### src/rtl/deq_pkg.sv
`timescale 1ns / 1ps

package deq_pkg;

    // Ring geometry.
    localparam int DEPTH = 16;
    localparam int IDX_W = $clog2(DEPTH);
    localparam int CNT_W = $clog2(DEPTH + 1);

    // Capacity register.
    localparam int CAP_W = 5;
    localparam logic [CAP_W-1:0] CAP_RESET = CAP_W'(16);

    // Command codes.
    localparam logic [1:0] CMD_PUSH_REAR  = 2'd0;
    localparam logic [1:0] CMD_POP_FRONT  = 2'd1;
    localparam logic [1:0] CMD_PUSH_FRONT = 2'd2;
    localparam logic [1:0] CMD_POP_REAR   = 2'd3;

    // Status codes.
    localparam logic [1:0] ST_OK    = 2'd0;
    localparam logic [1:0] ST_FULL  = 2'd1;
    localparam logic [1:0] ST_EMPTY = 2'd2;

    typedef struct packed {
        logic [1:0]         command;
        logic signed [31:0] push_value;
    } cmd_t;

    typedef struct packed {
        logic signed [31:0] result_value;
        logic [1:0]         status;
        logic [4:0]         fill_count;
    } result_t;

    // Controller to datapath commands.
    typedef struct packed {
        logic load;  // capture the incoming command beat
        logic exec;  // carry out the captured command
    } ctrl_t;

endpackage

### src/rtl/deq_ctrl.sv
`timescale 1ns / 1ps

module deq_ctrl
    import deq_pkg::*;
(
    input  logic  clk,
    input  logic  rst_n,
    input  logic  start,
    output logic  busy,
    output logic  result_valid,
    output ctrl_t ctrl
);

    localparam logic S_IDLE = 1'b0;
    localparam logic S_EXEC = 1'b1;

    logic state_reg;
    logic state_next;
    logic strobe_reg;
    logic strobe_next;

    always_comb
    begin
        state_next  = state_reg;
        strobe_next = 1'b0;
        ctrl.load   = 1'b0;
        ctrl.exec   = 1'b0;
        case (state_reg)
            S_IDLE:
            begin
                if (start)
                begin
                    ctrl.load  = 1'b1;
                    state_next = S_EXEC;
                end
            end
            S_EXEC:
            begin
                ctrl.exec   = 1'b1;
                strobe_next = 1'b1;
                state_next  = S_IDLE;
            end
            default:
            begin
                state_next = S_IDLE;
            end
        endcase
    end

    always_ff @(posedge clk or negedge rst_n)
    begin
        if (!rst_n)
        begin
            state_reg  <= S_IDLE;
            strobe_reg <= 1'b0;
        end
        else
        begin
            state_reg  <= state_next;
            strobe_reg <= strobe_next;
        end
    end

    assign busy         = (state_reg == S_EXEC);
    assign result_valid = strobe_reg;

endmodule

### src/rtl/deq_dpath.sv
`timescale 1ns / 1ps

module deq_dpath
    import deq_pkg::*;
(
    input  logic             clk,
    input  logic             rst_n,
    input  ctrl_t            ctrl,
    input  cmd_t             cmd,
    input  logic             cfg_wr,
    input  logic [CAP_W-1:0] cfg_data,
    output result_t          result
);

    logic [31:0]      mem [DEPTH];
    cmd_t             cmd_reg;
    logic [IDX_W-1:0] head_reg;
    logic [IDX_W-1:0] head_next;
    logic [CNT_W-1:0] count_reg;
    logic [CNT_W-1:0] count_next;
    logic [CAP_W-1:0] cap_reg;
    logic [31:0]      rd_data_reg;
    logic [1:0]       status_reg;
    logic [1:0]       status_next;
    logic             pop_ok_reg;
    logic             push_ok_reg;

    logic [CNT_W-1:0] eff_cap;
    logic             full;
    logic             empty;
    logic             is_push;
    logic             ok;
    logic [IDX_W-1:0] addr;

    // Head plus an offset of at most DEPTH, wrapped once around the ring.
    function automatic logic [IDX_W-1:0] ring_add(input logic [IDX_W-1:0] head,
                                                  input logic [CNT_W-1:0] off);
        logic [CNT_W:0] sum;
        sum = (CNT_W+1)'(head) + (CNT_W+1)'(off);
        if (sum >= (CNT_W+1)'(DEPTH))
            sum = sum - (CNT_W+1)'(DEPTH);
        return sum[IDX_W-1:0];
    endfunction

    always_comb
    begin
        eff_cap = ((CAP_W+1)'(cap_reg) > (CAP_W+1)'(DEPTH)) ? CNT_W'(DEPTH)
                                                            : CNT_W'(cap_reg);
        full    = (count_reg >= eff_cap);
        empty   = (count_reg == '0);
        is_push = cmd_reg.command inside {CMD_PUSH_REAR, CMD_PUSH_FRONT};
        ok      = is_push ? !full : !empty;

        head_next   = head_reg;
        count_next  = count_reg;
        status_next = ST_OK;
        addr        = head_reg;
        case (cmd_reg.command)
            CMD_PUSH_REAR:
            begin
                addr = ring_add(head_reg, count_reg);
            end
            CMD_POP_FRONT:
            begin
                addr = head_reg;
                if (ok)
                    head_next = (head_reg == IDX_W'(DEPTH - 1)) ? '0 : head_reg + 1'b1;
            end
            CMD_PUSH_FRONT:
            begin
                addr = (head_reg == '0) ? IDX_W'(DEPTH - 1) : head_reg - 1'b1;
                if (ok)
                    head_next = addr;
            end
            default:
            begin
                addr = ring_add(head_reg, count_reg - 1'b1);
            end
        endcase

        if (!ok)
            status_next = is_push ? ST_FULL : ST_EMPTY;
        else if (is_push)
            count_next = count_reg + 1'b1;
        else
            count_next = count_reg - 1'b1;
    end

    always_ff @(posedge clk or negedge rst_n)
    begin
        if (!rst_n)
        begin
            head_reg    <= '0;
            count_reg   <= '0;
            cap_reg     <= CAP_RESET;
            pop_ok_reg  <= 1'b0;
            push_ok_reg <= 1'b0;
        end
        else
        begin
            if (cfg_wr)
                cap_reg <= cfg_data;
            if (ctrl.exec)
            begin
                head_reg    <= head_next;
                count_reg   <= count_next;
                pop_ok_reg  <= ok && !is_push;
                push_ok_reg <= ok && is_push;
            end
        end
    end

    always_ff @(posedge clk)
    begin
        if (ctrl.load)
            cmd_reg <= cmd;
        if (ctrl.exec)
        begin
            status_reg  <= status_next;
            rd_data_reg <= mem[addr];
            if (is_push && ok)
                mem[addr] <= cmd_reg.push_value;
        end
    end

    always_comb
    begin
        if (pop_ok_reg)
            result.result_value = rd_data_reg;
        else if (push_ok_reg)
            result.result_value = cmd_reg.push_value;
        else
            result.result_value = '0;
        result.status     = status_reg;
        result.fill_count = 5'(count_reg);
    end

endmodule

### src/rtl/double_ended_queue.sv
`timescale 1ns / 1ps

// Circular double-ended queue of signed 32-bit words held in a 16-entry ring.
// A command beat is taken when start is high and busy is low; each beat pushes
// at the rear or front, or pops from the front or rear. Exactly one result beat
// follows, appearing as busy drops, marked by result_valid for a single
// cycle. The receiver cannot stall, so the result must be captured on that
// cycle. A command first captures the beat, then writes or reads the ring
// memory through its registered read port. Because busy is already low during
// the result cycle, a new command may be issued while the previous result is
// on the ports. A push echoes its word and a pop returns the removed word; a
// refused command (full on push, empty on pop) returns zero and leaves the
// queue unchanged. fill_count always gives the number of entries held after
// the command. The capacity register (reset 16, values above 16 act as 16,
// zero makes every push report full) is written through the cfg channel, which
// is always ready; write it only while no command is outstanding. A pop only
// returns entries that were written, so the ring needs no clearing after reset.

module double_ended_queue
    import deq_pkg::*;
(
    input  logic             clk,
    input  logic             rst_n,
    input  logic             start,
    output logic             busy,
    input  cmd_t             cmd,
    output logic             result_valid,
    output result_t          result,
    input  logic             cfg_valid,
    output logic             cfg_ready,
    input  logic [CAP_W-1:0] cfg_data
);

    ctrl_t ctrl;

    // Configuration writes are always accepted.
    assign cfg_ready = 1'b1;

    deq_ctrl u_ctrl (
        .clk          (clk),
        .rst_n        (rst_n),
        .start        (start),
        .busy         (busy),
        .result_valid (result_valid),
        .ctrl         (ctrl)
    );

    deq_dpath u_dpath (
        .clk      (clk),
        .rst_n    (rst_n),
        .ctrl     (ctrl),
        .cmd      (cmd),
        .cfg_wr   (cfg_valid && cfg_ready),
        .cfg_data (cfg_data),
        .result   (result)
    );

endmodule

### config.mk
export PLATFORM = sky130hd
export DESIGN_NAME = double_ended_queue
export DESIGN_NICKNAME = d
export VERILOG_FILES = /design/src/rtl/deq_pkg.sv /design/src/rtl/deq_ctrl.sv /design/src/rtl/deq_dpath.sv /design/src/rtl/double_ended_queue.sv
export SDC_FILE = /design/constraint.sdc
export NUM_CORES = 1
export LEC_CHECK = 0
export BUFFER_PORTS_ARGS = -buffer_cell sky130_fd_sc_hd__buf_4
export CORE_MARGIN = 1.5
export CORE_UTILIZATION = 56
export CTS_CLUSTER_SIZE = 30
export DETAILED_ROUTE_END_ITERATION = 10
export PLACE_DENSITY = 0.76
export SETUP_SLACK_MARGIN = 0.4
export SLEW_MARGIN = 20
export SYNTH_ARGS = -nofsm -noshare
export SYNTH_HDL_FRONTEND = slang
export SYNTH_HIERARCHICAL = 1
export SYNTH_SLANG_ARGS = --single-unit
export TNS_END_PERCENT = 5
### constraint.sdc
create_clock -name clk -period 5.35 [get_ports clk]
set_input_delay 0.2675 -clock clk [delete_from_list [all_inputs] [get_ports clk]]
set_output_delay 0.2675 -clock clk [all_outputs]
set_load 0.03 [all_outputs]
Word-level counts from Yosys, hierarchy flattened

Memory sizes are Yosys's and may differ from the RTL's. A register that Yosys moved wholly into a read port is not among the register bits.
Cells that the tools add are included.

Add/sub/neg operators: 8
Magnitude comparators: 4
Eq/ne operators: 5
Muxes and demuxes: 21
Bitwise logic cells: 1
Reduce and logical (&&, ||, !) cells: 12

Operator list:

| kind                                                   | count |
|---|---|
| 2-to-1 mux 32 bit                                      | 2 |
| 2-to-1 mux 4 bit                                       | 6 |
| adder 4 x 5 -> 6 bit                                   | 2 |
| >= comparator 6 x 5 -> 1 bit (second input constant)   | 2 |
| case mux 4 bit (3 select lines)                        | 1 |
| subtractor 4 x 1 -> 4 bit (second input constant)      | 3 |
| 2-to-1 mux 5 bit                                       | 2 |
| case mux 4 bit (2 select lines)                        | 1 |
| 2-to-1 mux 1 bit                                       | 7 |
| adder 5 x 1 -> 5 bit (second input constant)           | 1 |
| >= comparator 5 bit                                    | 1 |
| greater-than comparator 5 bit (second input constant)  | 1 |
| logical NOT 5 bit                                      | 1 |
| subtractor 5 x 1 -> 5 bit (second input constant)      | 1 |
| adder 4 x 1 -> 4 bit (second input constant)           | 1 |
| == test 4 bit (second input constant)                  | 1 |
| logical NOT 4 bit                                      | 1 |
| inequality test 2 x 1 -> 1 bit (second input constant) | 2 |
| AND reduction 4 bit                                    | 1 |
| nonzero test 2 bit                                     | 2 |
| logical NOT 1 bit                                      | 3 |
| == test 2 x 1 -> 1 bit (second input constant)         | 1 |
| == test 2 bit (second input constant)                  | 1 |
| logical AND 1 bit                                      | 2 |
| other kinds (5)                                        | 5 |

Bits in registers: 54
Bits in writable memories: 512
Input bits: 43
Output and inout port bits: 42
Memories: 1

Memories:

| name        | depth | bits a word | read ports | clocked after memory_dff | wr ports | line            | source |
|---|---|---|---|---|---|---|---|
| u_dpath.mem | 16    | 32          | 1          | 1                        | 1        | deq_dpath.sv:15 | `logic [31:0] mem [DEPTH];` |

Depth between registers and ports, before layout

Gate-level depths: netlist of the first run.

Word-level depth: 9
Depth in mapped cells: 15
Gate-level depth less buffers: 12

Hierarchy

The synthesis of the first run kept the hierarchy.

Modules (own cells, without submodules):

| module             | instances | cells an instance | area an instance (µm²) | seq. area each (µm²) |
|---|---|---|---|---|
| deq_dpath          | 1         | 1557              | 24297.1                | 17818.3 |
| deq_ctrl           | 1         | 5                 | 78.8                   | 50.0 |
| double_ended_queue | 1         | 2                 | 11.3                   | 0.0 |

Least setup slack after synthesis of the first run

Ideal clock, no wire load.

Path kind: flip-flop to flip-flop
From: reg u_dpath.count_reg[0]
To: mem u_dpath.mem[0][0], enable pin
Arrival time: 5.155 ns
Slack: -0.266 ns
Stages on the path, launching flop included: 14
Path buffers: 3
Cell sequence: dfrtp_1 > inv_1 > ha_1 > mux2i_1 > inv_1 > fa_1 > nor2b_1 > a31oi_1 > buf_2 > buf_2 > buf_2 > a211oi_1 > nand2_1 > nor3_1

Cells in the longest elaborated chain, start to end: 7

Ends and longest elaborated chain:

| what                                                         | line             | source |
|---|---|---|
| start: declaration                                           | deq_dpath.sv:19  | `logic [CNT_W-1:0] count_reg;` |
| start signal: assignment                                     | deq_dpath.sv:106 | `count_reg <= count_next;` |
| branches (longest 7 deep; another with adder 4 x 5 -> 6 bit) | -                |  |
| end: declaration                                             | deq_dpath.sv:15  |  |

Several ways; the timed one is not identified.

Worst setup path in the final report of the first run

From: reg u_dpath.count_reg[0]
To: mem u_dpath.mem[11][7], enable pin

Same word-level chain as after synthesis.

==> results of run 1 <==
metrics by stage:
stage	utilization [%]	power [uW]	instance area, um2	TNS (ns)	hold WS (ns)
2_1_floorplan	-	10600	24400	-33.91	-0.0281
3_3_place_gp	59.9	12300	25700	0	0.151
3_5_place_dp	59.9	12400	25700	0	0.154
4_1_cts	64.9	16300	27900	0	0.0405
5_1_grt	65.0	17000	27900	0	0.0754
6_report	65.0	16200	27900	0	0.0679
kinds of logic (layout without fill, tap and decap cells):
| group | after synthesis | count (layout) | synth area share, % |
|---|---|---|---|
| compound gates | 80 | 80 | 2.70 |
| xor+xnor | 11 | 11 | 0.534 |
| fa+ha+maj | 18 | 18 | 0.954 |
| buf+inv | 104 | 274 | 2.15 |
| flops | 598 | 598 | 73.3 |
| mux | 263 | 263 | 10.9 |
| other cells | 1 | 1 | 0.0154 |
| simple gates | 489 | 489 | 9.50 |
worst paths after layout:
kind	from	end	slack, ns	cells after the start
setup reg to reg	u_dpath/count_reg[0]$_DFFE_PN0P_	u_dpath/mem[11][7]$_DFFE_PP_	1.03	11
min in group clk	start	u_ctrl/busy$_DFF_PN0_	0.32	3
hold reg to reg	u_dpath/cap_reg[0]$_DFFE_PN0P_	u_dpath/cap_reg[0]$_DFFE_PN0P_	0.51	1
setup / recovery	u_dpath/count_reg[0]$_DFFE_PN0P_	u_dpath/mem[11][7]$_DFFE_PP_	1.03	11
hold / removal	rst_n	u_ctrl/result_valid$_DFF_PN0_	0.07	2
max in group asynchronous	rst_n	u_dpath/cap_reg[4]$_DFFE_PN1P_	5.01	2
worst reg2reg max path, cell delays in order, from the launching register on:
cell and delay (ns):
dfrtp_1 0.50, inv_1 0.16, ha_1 0.35, mux2i_1 0.20, inv_1 0.08, fa_1 0.38
xnor2_1 0.16, o22ai_1 0.33, a31o_4 0.42, nand2_1 0.34, nor2_4 0.82, buf_4 0.29
final cells by class:
cell class              count  area (um2)
fillers                  3053       15100
flip-flops and latches    598       17900
repair buffers            158        1360
inverters                  17        63.8
clock inverters            26         251
clock buffers              73        1510
well taps                 585         732
multi-input cells         862        6140
placed cells by master (no fill, tap or decap), types with 30 or more instances in the layout:
cell           count
a22o_1            33
buf_4            112
clkbuf_16         58
dlygate4sd3_1     41
edfxtp_1         580
mux2i_1          257
nand2_1          283
nand3_1          100
nand3_2           30
nand4_1           33
timing repair:
item	in CTS	in global routing
buffers inserted	0	0
hold buffers	41	0
endpoints found under the hold margin	57	0
power groups by stage:
| stage | sequential (uW) | combinational, uW | clock, uW |
|---|---|---|---|
| after floorplan | 5920 | 4680 | 0 |
| after CTS | 5920 | 6450 | 3900 |
| final | 5910 | 6480 | 3840 |
| after global routing | 5950 | 6930 | 4080 |
| after detailed placement | 6010 | 6380 | 0 |
| after global placement | 6000 | 6320 | 0 |
metal layers:
| layer | up-vias | track usage, % |
|---|---|---|
| li1 | 6145 | - |
| met2 | 555 | 42.4 |
| met3 | 95 | 3.77 |
| met1 | 6923 | 34.5 |
| met5 | - | 0 |
| met4 | 0 | 7.46 |
==> impl_metrics.py, run 1 <==
metrics = {
    "critical_path": {
        "path_class": "reg2reg",
        "worst_path_largest_cell_delay_ns": 0.82,
        "cp-start-kind": "flop",
        "end_kind": "flop",
        "cp_data_arrival_time_ns": 4.65,
        "critPathSlowestCell": "nor2_4",
        "cp_top_family": "simple AND/OR/NAND/NOR gates",
        "crit_path_frequent_cell": "inv_1",
        "cp_max_fo": 29,
        "cp_cell_sequence": "inv_1 > ha_1 > mux2i_1 > inv_1 > fa_1 > xnor2_1 > o22ai_1 > a31o_4 > nand2_1 > nor2_4 > buf_4",
        "required_ns": 5.68,
        "crit_buf_inv": 3,
    },
    "global_routing": {
        "antenna_found_initial": 0,
        "grt_pass1_vias": 13692,
        "grtUsageTotal_pct": 25.3,
        "grt_max_degree": 141,
        "grt_pass1_wl_um": 83300,
        "grt_overflow": 0,
    },
    "cts": {
        "cts_tree": "yes",
        "cts.htree.levels": 2,
        "clk_latency_ns": 0.62,
        "cts_root_buf": "clkbuf_16",
        "post_cts_resized": 0,
        "cts_made_buffers": 58,
        "clk_pin_slew_worst_paths_ns": 0.06,
        "clk_path_buf_depth": 3,
        "cts_sinks": 598,
    },
    "cells_and_area": {
        "largest_reg_flops": 512,
        "drive_above_1_share_pct": 15.1,
        "synthToLayoutAreaGrowth_pct": 14.5,
        "finalNonFillerCells": 2319,
        "n_antenna_cell": 0,
        "final_nets": 1756,
    },
    "floorplanning": {
        "dieHeight_um": 212,
        "io_pins": 85,
        "row_count": 76,
        "start_util_pct": 56.7,
        "die_x_um": 212,
        "core_area_mm2": 0.0430,
        "die_area_mm2": 0.0448,
    },
    "power_and_ir_drop": {
        "p_comb_share_pct": 39.9,
        "seq_power_share_pct": 36.4,
        "power.share.clock_pct": 23.7,
        "peakVddDrop_mv": 1.25,
        "switching_share_pct": 37.5,
        "switching_power_uw": 6090,
        "power.internal_uw": 10100,
        "powerDensity_mw_per_mm2": 581,
        "power.leakage_uw": 0.0101,
    },
    "logic_synthesis": {
        "synth_edf_count": 580,
        "synth-seq-cells": 598,
        "synth_top_cell_area_share_pct": 71.4,
        "yosysWarnings": 6,
        "synthFlopType": "edfxtp_1",
        "netlist_instances": 1564,
        "syn_avg_cell_area_um2": 15.6,
        "synth_area_leader_cell": "edfxtp_1",
        "synthTopCellsByCount": "edfxtp_1 (580), nand2_1 (283), mux2i_1 (257), nand3_1 (100), buf_2 (42)",
        "syn-num-nets": 1625,
        "netlist_area_mm2": 0.0244,
        "async_flop_share_pct": 3.01,
        "synth_cell_types": 63,
        "yosysMostFrequentCell": "edfxtp_1",
        "ys_seq_area_share_pct": 73.3,
        "synth_area_leaders": "edfxtp_1 (71%), mux2i_1 (11%), nand2_1 (4.4%)",
    },
    "placed_design": {
        "port_buffers": 83,
        "dp_cells": 2178,
        "place.gp.congestion": 0.845,
        "dp_slack_ns": 1.04,
        "hpwlAfterDp_um": 30800,
    },
    "run_status": {
        "status": "complete, no violations",
    },
    "timing": {
        "relSlewSlack_pct": 23.7,
        "max_freq_mhz": 232,
        "fin_crit_sh_pct": 80.7,
        "finalMaxSlewViolations": 0,
        "rsz0062_at_grt": "false",
        "worstMarginPinSlew_ns": 1.15,
        "finalHoldViolations": 0,
        "skew_ns": 0.0219,
        "period_minus_slack_ns": 4.32,
        "worst_slack_ns": 1.03,
        "setup_viol": 0,
    },
    "detailed_routing": {
        "vias": 13718,
        "routed-wl-met3_um": 3770,
        "routed-wl-met2_um": 27200,
        "via_per_inst": 5.92,
        "drc": 0,
        "wirelength_um": 55100,
        "drt_iter0_markers": 1407,
        "m1WireLength_um": 22700,
        "wire_per_inst_um": 23.8,
        "ant_nets": 0,
        "dr.pass1.iters": 5,
        "topRoutingLayerUsed": "met4",
    },
    "min_path": {
        "hold_class": "in2async",
    },
    "job": {
        "cap_viol_max_count": 0,
    },
}
No activity file was read; power rests on OpenSTA's default activity.
==> run 2: changes to the inputs <==
- CORE_UTILIZATION: 56 -> 57
- PLACE_DENSITY: 0.76 -> 0.74
- clock period: 5.35 -> 4.5 ns (I/O delays scaled with it)
==> run 2 against run 1 <==
First-iteration DRC count increased by 2.5%. Cell count decreased by 0.73%. Sequential cell count unchanged. Routed wire length decreased by 2.1%. Largest cell class unchanged. Sequential power increased by 19%. Global-route usage decreased by 0.068 points. Clock power increased by 21%. Critical path depth increased by 1. Highest routed layer unchanged. Sequential share of layout area decreased by 0.62 points. Maximum frequency increased by 11%. Clock skew decreased by 0.0026 ns. Die area decreased by 1.7%.
==> impl_metrics.py, run 2 (synthesis results as in run 1) <==
metrics = {
    "cells_and_area": {
        "most-common-layout-cells": "edfxtp_1 (580), nand2_1 (282), mux2i_1 (257)",
        "final_util_pct": 67.1,
        "layout_commonest_cell": "edfxtp_1",
        "largest_reg_flops": 512,
        "synthToLayoutAreaGrowth_pct": 15.7,
        "drive_above_1_share_pct": 16.0,
        "n_antenna_cell": 0,
        "fin_area_mm2": 0.0282,
        "final_nets": 1781,
        "fillers": 2845,
    },
    "power_and_ir_drop": {
        "peakVddDrop_mv": 0.843,
        "total_power_uw": 19400,
        "powerDensity_mw_per_mm2": 689,
        "power.leakage_uw": 0.0102,
    },
    "placed_design": {
        "port_buffers": 83,
        "hpwlAfterDp_um": 29200,
        "placedInstanceArea_mm2": 0.0259,
        "place.gp.congestion": 0.815,
    },
    "global_routing": {
        "grt_pass1_vias": 13447,
        "grt_max_degree": 143,
        "antenna_found_initial": 0,
        "grtUsageTotal_pct": 25.2,
        "grt_pass1_wl_um": 82500,
        "grt_overflow": 0,
    },
    "critical_path": {
        "cp_max_fo": 142,
        "end_kind": "flop",
        "cp-start-kind": "flop",
        "required_ns": 4.83,
        "path_class": "reg2reg",
        "cp_data_arrival_time_ns": 4.22,
    },
    "detailed_routing": {
        "dr.pass1.iters": 5,
        "drt_iter0_markers": 1442,
        "wirelength_um": 53900,
        "via_per_inst": 5.95,
        "ant_nets": 0,
        "vias": 13695,
        "drc": 0,
        "wire_per_inst_um": 23.4,
    },
    "cts": {
        "cts_root_buf": "clkbuf_16",
        "clk_pin_slew_worst_paths_ns": 0.06,
        "cts_made_buffers": 58,
        "cts.htree.levels": 2,
        "cts_tree": "yes",
        "clk_latency_ns": 0.61,
        "cts_sinks": 598,
        "clk_path_buf_depth": 3,
    },
    "timing": {
        "setup-tns-final_ns": 0,
        "relSlewSlack_pct": 27.5,
        "finalMaxSlewViolations": 0,
        "worstMarginPinSlew_ns": 1.09,
        "finalHoldViolations": 0,
        "holdWs_ns": 0.152,
        "period_minus_slack_ns": 3.89,
        "rsz0062_at_grt": "true",
        "max_freq_mhz": 257,
        "setup_viol": 0,
        "skew_ns": 0.0193,
        "fin_crit_sh_pct": 86.4,
    },
    "floorplanning": {
        "core_area_mm2": 0.0420,
        "die_x_um": 210,
        "start_util_pct": 58.0,
        "die_area_mm2": 0.0440,
        "io_pins": 85,
        "row_count": 75,
        "dieHeight_um": 210,
    },
    "min_path": {
        "hold_class": "in2reg",
    },
    "run_status": {
        "status": "complete, no violations",
    },
    "job": {
        "cap_viol_max_count": 0,
    },
}
-- run 2: cell types whose count changed in the layout (fill, tap and decap cells not counted), sizes merged --
cell and change:
clkinvlp -1, clkbuf +6, buf +18, inv -1, dlygate4sd3 +7
-- run 2: where the power goes --
| group | total, uW | internal, uW | switching (uW) | leakage, uW |
|---|---|---|---|---|
| combinational | 7750 | 2860 | 4890 | 0.00389 |
| sequential | 7030 | 6710 | 320 | 0.00546 |
| clock | 4660 | 2690 | 1970 | 0.000875 |
-- run 2: worst paths after layout --
path                                                           to  depth (start not counted)  slack [ns]                             start
worst max-delay path            u_dpath/rd_data_reg[26]$_DFFE_PP_                         12        0.61  u_dpath/count_reg[0]$_DFFE_PN0P_
worst min-delay path                 u_dpath/cmd_reg[0]$_DFFE_PP_                          2        0.15                             start
worst max register to register  u_dpath/rd_data_reg[26]$_DFFE_PP_                         12        0.61  u_dpath/count_reg[0]$_DFFE_PN0P_
worst min register to register   u_dpath/count_reg[4]$_DFFE_PN0P_                          1        0.56  u_dpath/count_reg[4]$_DFFE_PN0P_
max in group asynchronous        u_dpath/count_reg[3]$_DFFE_PN0P_                          4        3.02                             rst_n
min in group asynchronous          u_dpath/cap_reg[1]$_DFFE_PN0P_                          3        0.54                             rst_n
-- run 2: timing repair --
action / in CTS / in global routing
hold endpoints to repair: 57 / 0
gates resized for setup: 0 / 0
endpoints found under the setup margin: 0 / 73
hold buffers: 48 / 0
setup buffers: 0 / 3
-- run 2: through the flow --
stage,std cells,setup slack (ns)
floorplan,1564,0.199
detailed placement,2147,0.643
CTS,2298,0.594
global placement,2147,0.680
global route,2302,0.383
finish,2302,0.612
-- run 2: critical path, stage by stage, from the launching register on --
cell and delay (ns):
dfrtp_2 0.46, inv_1 0.13, ha_1 0.34, mux2i_1 0.21
inv_1 0.08, fa_1 0.45, nor2b_1 0.18, a31oi_4 0.24
buf_12 0.70, mux2i_1 0.27, nand2_1 0.07, nand3_1 0.14
nand4_1 0.15
-- run 2: metal layers --
metal / track usage (%) / routed length [um]
met1: 35.5 / 22800
met2: 40.0 / 25600
met3: 5.16 / 3960
met4: 7.62 / 1570
met5: 0 / 0
-- run 2: cell type report --
cell class | instances | area (um2) | share of cell area [%]
sequential | 598 | 17900 | 63.4
timing repair buffer | 183 | 1590 | 5.63
multi-input combinational | 862 | 6200 | 22.0
tap | 539 | 674 | 2.39
inverter | 17 | 63.8 | 0.226
clock inverter | 24 | 215 | 0.763
clock buffer | 79 | 1590 | 5.65
